--- src/rtl/pidl_pkg.sv ---
// types and constants for the positional insert/delete list
package pidl_pkg;

  localparam int unsigned CMD_W    = 3;
  localparam int unsigned VALUE_W  = 32;
  localparam int unsigned POS_W    = 6;
  localparam int unsigned STATUS_W = 2;
  localparam int unsigned CNT_W    = 6;

  typedef enum logic [CMD_W-1:0] {
    CMD_INS_FIRST = 3'd0,
    CMD_INS_LAST  = 3'd1,
    CMD_INS_AT    = 3'd2,
    CMD_DEL_FIRST = 3'd3,
    CMD_DEL_LAST  = 3'd4,
    CMD_DEL_AT    = 3'd5,
    CMD_DUMP      = 3'd6
  } cmd_e;

  typedef enum logic [STATUS_W-1:0] {
    ST_OK     = 2'd0,
    ST_BADPOS = 2'd1,
    ST_EMPTY  = 2'd2,
    ST_FULL   = 2'd3
  } status_e;

endpackage

--- src/rtl/pidl_if.sv ---
// command and result channel interfaces
interface pidl_cmd_if import pidl_pkg::*; ();
  logic                      valid;
  logic                      ready;
  logic [CMD_W-1:0]          command;
  logic signed [VALUE_W-1:0] value;
  logic [POS_W-1:0]          position;

  modport source (output valid, command, value, position, input ready);
  modport sink (input valid, command, value, position, output ready);
endinterface

interface pidl_res_if import pidl_pkg::*; ();
  logic                      valid;
  logic                      ready;
  logic signed [VALUE_W-1:0] entry_value;
  logic [STATUS_W-1:0]       status;
  logic [CNT_W-1:0]          entry_count;
  logic                      last;

  modport source (output valid, entry_value, status, entry_count, last, input ready);
  modport sink (input valid, entry_value, status, entry_count, last, output ready);
endinterface

--- src/rtl/positional_insert_delete_list_top.sv ---
// bounded ordered list with positional insert, delete and dump, entries held in one memory
// insert at index i: entries from i to the tail move up one place, last first, then the value is written at i
// delete at index i: later entries move down one place, none for the tail (one entry moved per cycle)
// dump: each entry is read from memory, then loaded into the result register; errors skip the memory
// a command beat is taken only when the sequencer is idle; the result register decouples the sink
// reset clears the count, sequencer and result register; memory contents stay undefined
module positional_insert_delete_list_top import pidl_pkg::*; #(
  parameter int unsigned CAPACITY = 32
) (
  input  logic       clk_i,
  input  logic       rst_ni,
  pidl_cmd_if.sink   cmd_i,
  pidl_res_if.source res_o
);

  localparam int unsigned AW   = $clog2(CAPACITY);
  localparam int unsigned CW   = $clog2(CAPACITY + 1);
  localparam int unsigned CMPW = ((CW > POS_W) ? CW : POS_W) + 1;

  typedef enum logic [2:0] {
    S_IDLE,
    S_SHIFT,
    S_RESP,
    S_DUMP_RD,
    S_DUMP_WR
  } state_e;

  state_e                    state_q;
  logic [CW-1:0]             cnt_q;
  logic [AW-1:0]             idx_q;
  logic [AW-1:0]             ptr_q;
  logic [AW-1:0]             dst_q;
  logic [CW-1:0]             rem_q;
  logic                      mv_q;
  logic                      up_q;
  logic signed [VALUE_W-1:0] val_q;
  status_e                   st_q;

  logic                      res_valid_q;
  logic signed [VALUE_W-1:0] res_value_q;
  status_e                   res_status_q;
  logic [CNT_W-1:0]          res_count_q;
  logic                      res_last_q;

  logic signed [VALUE_W-1:0] entries_q [CAPACITY];
  logic signed [VALUE_W-1:0] rd_data_q;

  logic                      mem_we;
  logic [AW-1:0]             mem_waddr;
  logic signed [VALUE_W-1:0] mem_wdata;
  logic                      mem_re;
  logic [AW-1:0]             mem_raddr;

  logic                      cmd_fire;
  logic                      out_free;
  logic                      res_load;
  logic                      full;
  logic                      empty;
  logic [CMPW-1:0]           cnt_x;
  logic [CMPW-1:0]           pos_x;
  logic                      ins_bad;
  logic                      del_bad;
  logic [AW-1:0]             ins_idx;
  logic [AW-1:0]             del_idx;
  logic                      dump_last;

  assign cmd_i.ready = (state_q == S_IDLE);
  assign cmd_fire    = cmd_i.valid && cmd_i.ready;
  assign out_free    = !res_valid_q || res_o.ready;
  assign res_load    = out_free && ((state_q == S_RESP) || (state_q == S_DUMP_WR));

  assign full    = (cnt_q == CW'(CAPACITY));
  assign empty   = (cnt_q == '0);
  assign cnt_x   = CMPW'(cnt_q);
  assign pos_x   = CMPW'(cmd_i.position);
  assign ins_bad = (pos_x == '0) || (pos_x > cnt_x + CMPW'(1));
  assign del_bad = (pos_x == '0) || (pos_x > cnt_x);

  always_comb begin
    unique case (cmd_e'(cmd_i.command))
      CMD_INS_FIRST: ins_idx = '0;
      CMD_INS_LAST:  ins_idx = AW'(cnt_q);
      default:       ins_idx = AW'(cmd_i.position - POS_W'(1));
    endcase
    unique case (cmd_e'(cmd_i.command))
      CMD_DEL_FIRST: del_idx = '0;
      CMD_DEL_LAST:  del_idx = AW'(cnt_q - CW'(1));
      default:       del_idx = AW'(cmd_i.position - POS_W'(1));
    endcase
  end

  assign dump_last = (CW'(ptr_q) + CW'(1) == cnt_q);

  // memory port control
  always_comb begin
    mem_we    = 1'b0;
    mem_waddr = dst_q;
    mem_wdata = rd_data_q;
    mem_re    = 1'b0;
    mem_raddr = ptr_q;
    unique case (state_q)
      S_SHIFT: begin
        if (mv_q) begin
          mem_we = 1'b1;
        end else if (rem_q == '0 && up_q) begin
          mem_we    = 1'b1;
          mem_waddr = idx_q;
          mem_wdata = val_q;
        end
        mem_re = (rem_q != '0);
      end
      S_DUMP_RD: mem_re = 1'b1;
      default: ;
    endcase
  end

  always_ff @(posedge clk_i) begin
    if (mem_we) begin
      entries_q[mem_waddr] <= mem_wdata;
    end
    if (mem_re) begin
      rd_data_q <= entries_q[mem_raddr];
    end
  end

  always_ff @(posedge clk_i or negedge rst_ni) begin
    if (!rst_ni) begin
      state_q      <= S_IDLE;
      cnt_q        <= '0;
      idx_q        <= '0;
      ptr_q        <= '0;
      dst_q        <= '0;
      rem_q        <= '0;
      mv_q         <= 1'b0;
      up_q         <= 1'b0;
      val_q        <= '0;
      st_q         <= ST_OK;
      res_valid_q  <= 1'b0;
      res_value_q  <= '0;
      res_status_q <= ST_OK;
      res_count_q  <= '0;
      res_last_q   <= 1'b0;
    end else begin
      if (res_load) begin
        res_valid_q <= 1'b1;
      end else if (res_o.ready) begin
        res_valid_q <= 1'b0;
      end
      unique case (state_q)
        S_IDLE: begin
          if (cmd_fire) begin
            val_q <= cmd_i.value;
            mv_q  <= 1'b0;
            unique case (cmd_e'(cmd_i.command))
              CMD_INS_FIRST, CMD_INS_LAST, CMD_INS_AT: begin
                if (cmd_e'(cmd_i.command) == CMD_INS_AT && ins_bad) begin
                  st_q    <= ST_BADPOS;
                  state_q <= S_RESP;
                end else if (full) begin
                  st_q    <= ST_FULL;
                  state_q <= S_RESP;
                end else begin
                  idx_q   <= ins_idx;
                  rem_q   <= cnt_q - CW'(ins_idx);
                  ptr_q   <= AW'(cnt_q - CW'(1));
                  up_q    <= 1'b1;
                  state_q <= S_SHIFT;
                end
              end
              CMD_DEL_FIRST, CMD_DEL_LAST, CMD_DEL_AT: begin
                if (cmd_e'(cmd_i.command) == CMD_DEL_AT && del_bad) begin
                  st_q    <= ST_BADPOS;
                  state_q <= S_RESP;
                end else if (empty) begin
                  st_q    <= ST_EMPTY;
                  state_q <= S_RESP;
                end else begin
                  idx_q   <= del_idx;
                  rem_q   <= cnt_q - CW'(1) - CW'(del_idx);
                  ptr_q   <= del_idx + AW'(1);
                  up_q    <= 1'b0;
                  state_q <= S_SHIFT;
                end
              end
              CMD_DUMP: begin
                if (empty) begin
                  st_q    <= ST_EMPTY;
                  state_q <= S_RESP;
                end else begin
                  ptr_q   <= '0;
                  state_q <= S_DUMP_RD;
                end
              end
              default: ;
            endcase
          end
        end
        S_SHIFT: begin
          if (rem_q != '0) begin
            mv_q  <= 1'b1;
            dst_q <= up_q ? ptr_q + AW'(1) : ptr_q - AW'(1);
            ptr_q <= up_q ? ptr_q - AW'(1) : ptr_q + AW'(1);
            rem_q <= rem_q - CW'(1);
          end else begin
            mv_q <= 1'b0;
            if (!mv_q) begin
              cnt_q   <= up_q ? cnt_q + CW'(1) : cnt_q - CW'(1);
              st_q    <= ST_OK;
              state_q <= S_RESP;
            end
          end
        end
        S_RESP: begin
          if (out_free) begin
            res_value_q  <= '0;
            res_status_q <= st_q;
            res_count_q  <= CNT_W'(cnt_q);
            res_last_q   <= 1'b1;
            state_q      <= S_IDLE;
          end
        end
        S_DUMP_RD: state_q <= S_DUMP_WR;
        S_DUMP_WR: begin
          if (out_free) begin
            res_value_q  <= rd_data_q;
            res_status_q <= ST_OK;
            res_count_q  <= CNT_W'(cnt_q);
            res_last_q   <= dump_last;
            if (dump_last) begin
              state_q <= S_IDLE;
            end else begin
              ptr_q   <= ptr_q + AW'(1);
              state_q <= S_DUMP_RD;
            end
          end
        end
        default: state_q <= S_IDLE;
      endcase
    end
  end

  assign res_o.valid       = res_valid_q;
  assign res_o.entry_value = res_value_q;
  assign res_o.status      = res_status_q;
  assign res_o.entry_count = res_count_q;
  assign res_o.last        = res_last_q;

endmodule

--- src/flat_wrapper.sv ---
// flat-port wrapper written by rule: the top's interface ports become plain ports
module positional_insert_delete_list_top_flat import pidl_pkg::*;
#(
  parameter int unsigned CAPACITY = 32
)
  (clk_i, rst_ni, cmd_i_valid, cmd_i_command, cmd_i_value, cmd_i_position, cmd_i_ready, res_o_valid, res_o_entry_value, res_o_status, res_o_entry_count, res_o_last, res_o_ready);
  pidl_cmd_if cmd_i_i ();
  pidl_res_if res_o_i ();
  input  logic clk_i;
  input  logic rst_ni;
  input wire logic [$bits(cmd_i_i.valid)-1:0] cmd_i_valid;
  input wire logic [$bits(cmd_i_i.command)-1:0] cmd_i_command;
  input wire logic [$bits(cmd_i_i.value)-1:0] cmd_i_value;
  input wire logic [$bits(cmd_i_i.position)-1:0] cmd_i_position;
  output wire logic [$bits(cmd_i_i.ready)-1:0] cmd_i_ready;
  output wire logic [$bits(res_o_i.valid)-1:0] res_o_valid;
  output wire logic [$bits(res_o_i.entry_value)-1:0] res_o_entry_value;
  output wire logic [$bits(res_o_i.status)-1:0] res_o_status;
  output wire logic [$bits(res_o_i.entry_count)-1:0] res_o_entry_count;
  output wire logic [$bits(res_o_i.last)-1:0] res_o_last;
  input wire logic [$bits(res_o_i.ready)-1:0] res_o_ready;
  assign cmd_i_i.valid = cmd_i_valid;
  assign cmd_i_i.command = cmd_i_command;
  assign cmd_i_i.value = cmd_i_value;
  assign cmd_i_i.position = cmd_i_position;
  assign cmd_i_ready = cmd_i_i.ready;
  assign res_o_valid = res_o_i.valid;
  assign res_o_entry_value = res_o_i.entry_value;
  assign res_o_status = res_o_i.status;
  assign res_o_entry_count = res_o_i.entry_count;
  assign res_o_last = res_o_i.last;
  assign res_o_i.ready = res_o_ready;
  positional_insert_delete_list_top #(.CAPACITY(CAPACITY)) u_core (.clk_i(clk_i), .rst_ni(rst_ni), .cmd_i(cmd_i_i), .res_o(res_o_i));
endmodule
--- config.mk ---
export PLATFORM = sky130hd
export DESIGN_NAME = positional_insert_delete_list_top_flat
export DESIGN_NICKNAME = d
export VERILOG_FILES = /design/src/rtl/pidl_pkg.sv /design/src/rtl/pidl_if.sv /design/src/rtl/positional_insert_delete_list_top.sv /design/src/flat_wrapper.sv
export SDC_FILE = /design/constraint.sdc
export NUM_CORES = 1
export LEC_CHECK = 0
export BUFFER_PORTS_ARGS = -buffer_cell sky130_fd_sc_hd__clkbuf_2
export CAP_MARGIN = 20
export CORE_UTILIZATION = 59
export DETAILED_ROUTE_END_ITERATION = 6
export GPL_TIMING_DRIVEN = 0
export PLACE_DENSITY = 0.74
export SKIP_CTS_REPAIR_TIMING = 1
export SLEW_MARGIN = 20
export SYNTH_ARGS = -nofsm -noshare
export SYNTH_HDL_FRONTEND = slang
export SYNTH_SLANG_ARGS = --single-unit
--- constraint.sdc ---
create_clock -name clk_i -period 7.6 [get_ports clk_i]
set_input_delay 1.52 -clock clk_i [delete_from_list [all_inputs] [get_ports clk_i]]
set_output_delay 1.52 -clock clk_i [all_outputs]
set_load 0.005 [all_outputs]
==> results.py <==
metrics = {
    "logic_synthesis": {
        "synthFlopType": "edfxtp_1",
        "synth_edf_count": 1056,
        "synth_warnings": 0,
        "syn_avg_cell_area_um2": 20.3,
        "syn_inst": 2301,
        "synth.ff_latch_count": 1164,
        "synth_cell_types": 70,
        "synth.area.top_cells": "edfxtp_1, mux4_2, dfrtp_1",
        "yosysMostFrequentCell": "edfxtp_1",
        "netlist.area_leader.share": 0.679,
        "syn_area_um2": 46700,
        "syn_nets": 2378,
        "yosysSeqAreaShare": 0.737,
        "synth.top_cells.by_count": "edfxtp_1, mux4_2, nand2_1",
        "yosys.area.top_type": "edfxtp_1",
        "async_flop_share": 0.0928,
    },
    "clocking": {
        "cts_buffers": 111,
        "clk_pin_slew_worst_paths_ns": 0.06,
        "htreeDepth": 3,
        "cts-root-buf": "clkbuf_16",
        "numClockSinks": 1164,
        "cts.path.max_buffers": 3,
        "clock_latency_ns": 0.68,
        "cts_tree": "built",
    },
    "power_and_ir_drop": {
        "leakagePower_nw": 17.9,
        "p_per_area_nw_per_um2": 388,
        "peakVddDrop_uv": 259,
    },
    "finish": {
        "drive_gt1_frac": 0.308,
        "area_growth_pct": 15.7,
        "fin_area_um2": 54100,
        "register_area_um2": 34400,
        "multi_input_area_um2": 11900,
        "n_fill_cell": 4663,
        "fin_util": 0.694,
        "nNetsFinal": 2643,
    },
    "worst_setup_path": {
        "critPathLaunchType": "flip-flop",
        "critPathMaxFanout": 17,
        "end_kind": "flip-flop",
        "critPathKind": "flip-flop to flip-flop",
        "worst_ep_required_time_ns": 7.95,
        "arrival_ns": 5.23,
    },
    "global_route": {
        "grt_pass1_wl_um": 188000,
        "grt_antenna_before_repair": 6,
        "gr-usage-all-layers": 0.334,
        "grt_overflow": 0,
        "grt_max_degree": 60,
        "grt_pass1_vias": 25900,
    },
    "sta": {
        "fmax_mhz": 205,
        "relSlewSlack": 0.177,
        "tightest_slew_ns": 1.23,
        "hold_slack_ns": 0.479,
        "hold_viol": 0,
        "rsz0062_at_grt": "no",
        "clock_skew_ns": 0.0357,
        "fin_crit_sh": 0.643,
        "period_needed_ns": 4.88,
        "fin_setup_tns_ns": 0,
        "finalMaxSlewViolations": 0,
        "fin_ws_ns": 2.72,
        "finalSetupViolCount": 0,
    },
    "place": {
        "pre_cts_slack_ns": 2.80,
        "port_buffers": 87,
        "place_hpwl_um": 83000,
        "dpl_cell_area_um2": 50200,
        "place_congestion": 0.915,
    },
    "die": {
        "core_um2": 77800,
        "io_pins": 88,
        "num_rows": 102,
        "die_height_um": 283,
        "start_util": 0.600,
        "dieArea_um2": 80300,
        "die_x_um": 283,
    },
    "route": {
        "vias": 25800,
        "drtIter0Drc": 4015,
        "wl_per_cell_um": 35.9,
        "drtAntennaViolNets": 0,
        "drtPass1Iterations": 6,
        "drc": 0,
        "routed_wl_um": 133000,
        "via_per_inst": 6.97,
    },
    "hold_path": {
        "hold_path.class": "flip-flop to flip-flop",
    },
    "run": {
        "maxCapViolations": 0,
    },
    "status": {
        "status": "finished clean",
    },
}
==> per-layer routing <==
layer | GRT usage | vias up | routed length [um]
met5 | 0 | - | 27
met4 | 0.169 | 4 | 7210
met3 | 0.0588 | 398 | 14000
met2 | 0.545 | 2038 | 65500
met1 | 0.440 | 13400 | 46300
li1 | - | 9975 | -
==> where the power goes <==
group / total [mW] / leakage (nW) / switching, mW / internal (mW)
Clock: 5.82 / 1.89 / 2.40 / 3.42
Combinational: 6.48 / 5.15 / 3.93 / 2.55
Sequential: 8.70 / 10.9 / 0.301 / 8.40
==> cells by family (layout without fill, tap and decap cells) <==
| group | Yosys count | in the layout | share of synthesized area |
|---|---|---|---|
| compound gates | 185 | 185 | 0.0274 |
| xor+xnor | 41 | 41 | 0.00769 |
| buf+inv | 155 | 512 | 0.0146 |
| simple gates | 324 | 324 | 0.0314 |
| flops | 1164 | 1164 | 0.737 |
| other cells | 0 | 2 | 0 |
| mux | 400 | 400 | 0.173 |
| fa+ha+maj | 32 | 32 | 0.00889 |
==> critical path, stage by stage, from the launching register on <==
cell and delay [ns]:
dfrtp_1 0.40, inv_1 0.09, ha_1 0.19, nor3b_2 0.30, nand2_1 0.25, nor3_2 0.72
nand2_1 0.66, o31ai_1 0.51, nand2_1 0.35, nor2_4 0.77, buf_12 0.27
==> cell type report <==
class,instances,share of cell area
tap,1040,0.0241
buffer,124,0.0106
clock inverter,49,0.0111
inverter,31,0.00215
multi-input combinational,982,0.220
clock buffer,156,0.0602
antenna,2,0.0000926
timing repair buffer,152,0.0353
sequential,1164,0.637
==> sequential cells by signal, indices dropped and copies added, names as in the netlist <==
| signal | flops |
|---|---|
| u_core.up_q | 1 |
| u_core.val_q | 32 |
| u_core.res_o.valid | 1 |
| u_core.mv_q | 1 |
| u_core.entries_q | 1024 |
| u_core.state_q | 3 |
| u_core.dst_q | 5 |
| u_core.mem_raddr | 5 |
| u_core.res_o.entry_value | 32 |
| u_core.res_o.last | 1 |
| u_core.res_o.entry_count | 6 |
| u_core.rd_data_q | 32 |
| u_core.idx_q | 5 |
| u_core.res_o.status | 2 |
| u_core.st_q | 2 |
| u_core.cnt_q | 6 |
| u_core.rem_q | 6 |
==> through the flow <==
| step | power (mW) | cells |
|---|---|---|
| global placement | 14.7 | 3428 |
| detailed placement | 15.1 | 3491 |
| finish | 21.0 | 3700 |
| CTS | 20.9 | 3696 |
| global route | 21.6 | 3698 |
| floorplan | 12.8 | 2301 |
==> cells in the final DEF (no fill, tap or decap), types with 30 or more instances in the layout <==
master,instances
edfxtp_1,1056
nor2_1,33
clkbuf_1,78
clkbuf_2,93
buf_2,33
dfrtp_1,108
buf_12,38
a22o_1,33
o21ai_0,50
mux4_2,320
mux2_2,71
inv_1,30
clkbuf_16,115
xnor2_1,31
nor2_4,32
nand2_1,164
ha_1,30
==> final timing paths <==
kind                                   startpoint                endpoint  slack [ns]  depth (start not counted)
max                               u_core.rem_q[0]  u_core.entries_q[8][8]        2.72                         10
min                        u_core.res_o.status[0]  u_core.res_o.status[0]        0.48                          2
max reg2reg                       u_core.rem_q[0]  u_core.entries_q[8][8]        2.72                         10
min reg2reg                u_core.res_o.status[0]  u_core.res_o.status[0]        0.48                          2
max in group asynchronous                  rst_ni        u_core.val_q[11]        6.05                          2
min in group asynchronous                  rst_ni         u_core.idx_q[0]        0.80                          1
No activity file was read; power rests on OpenSTA's default activity.
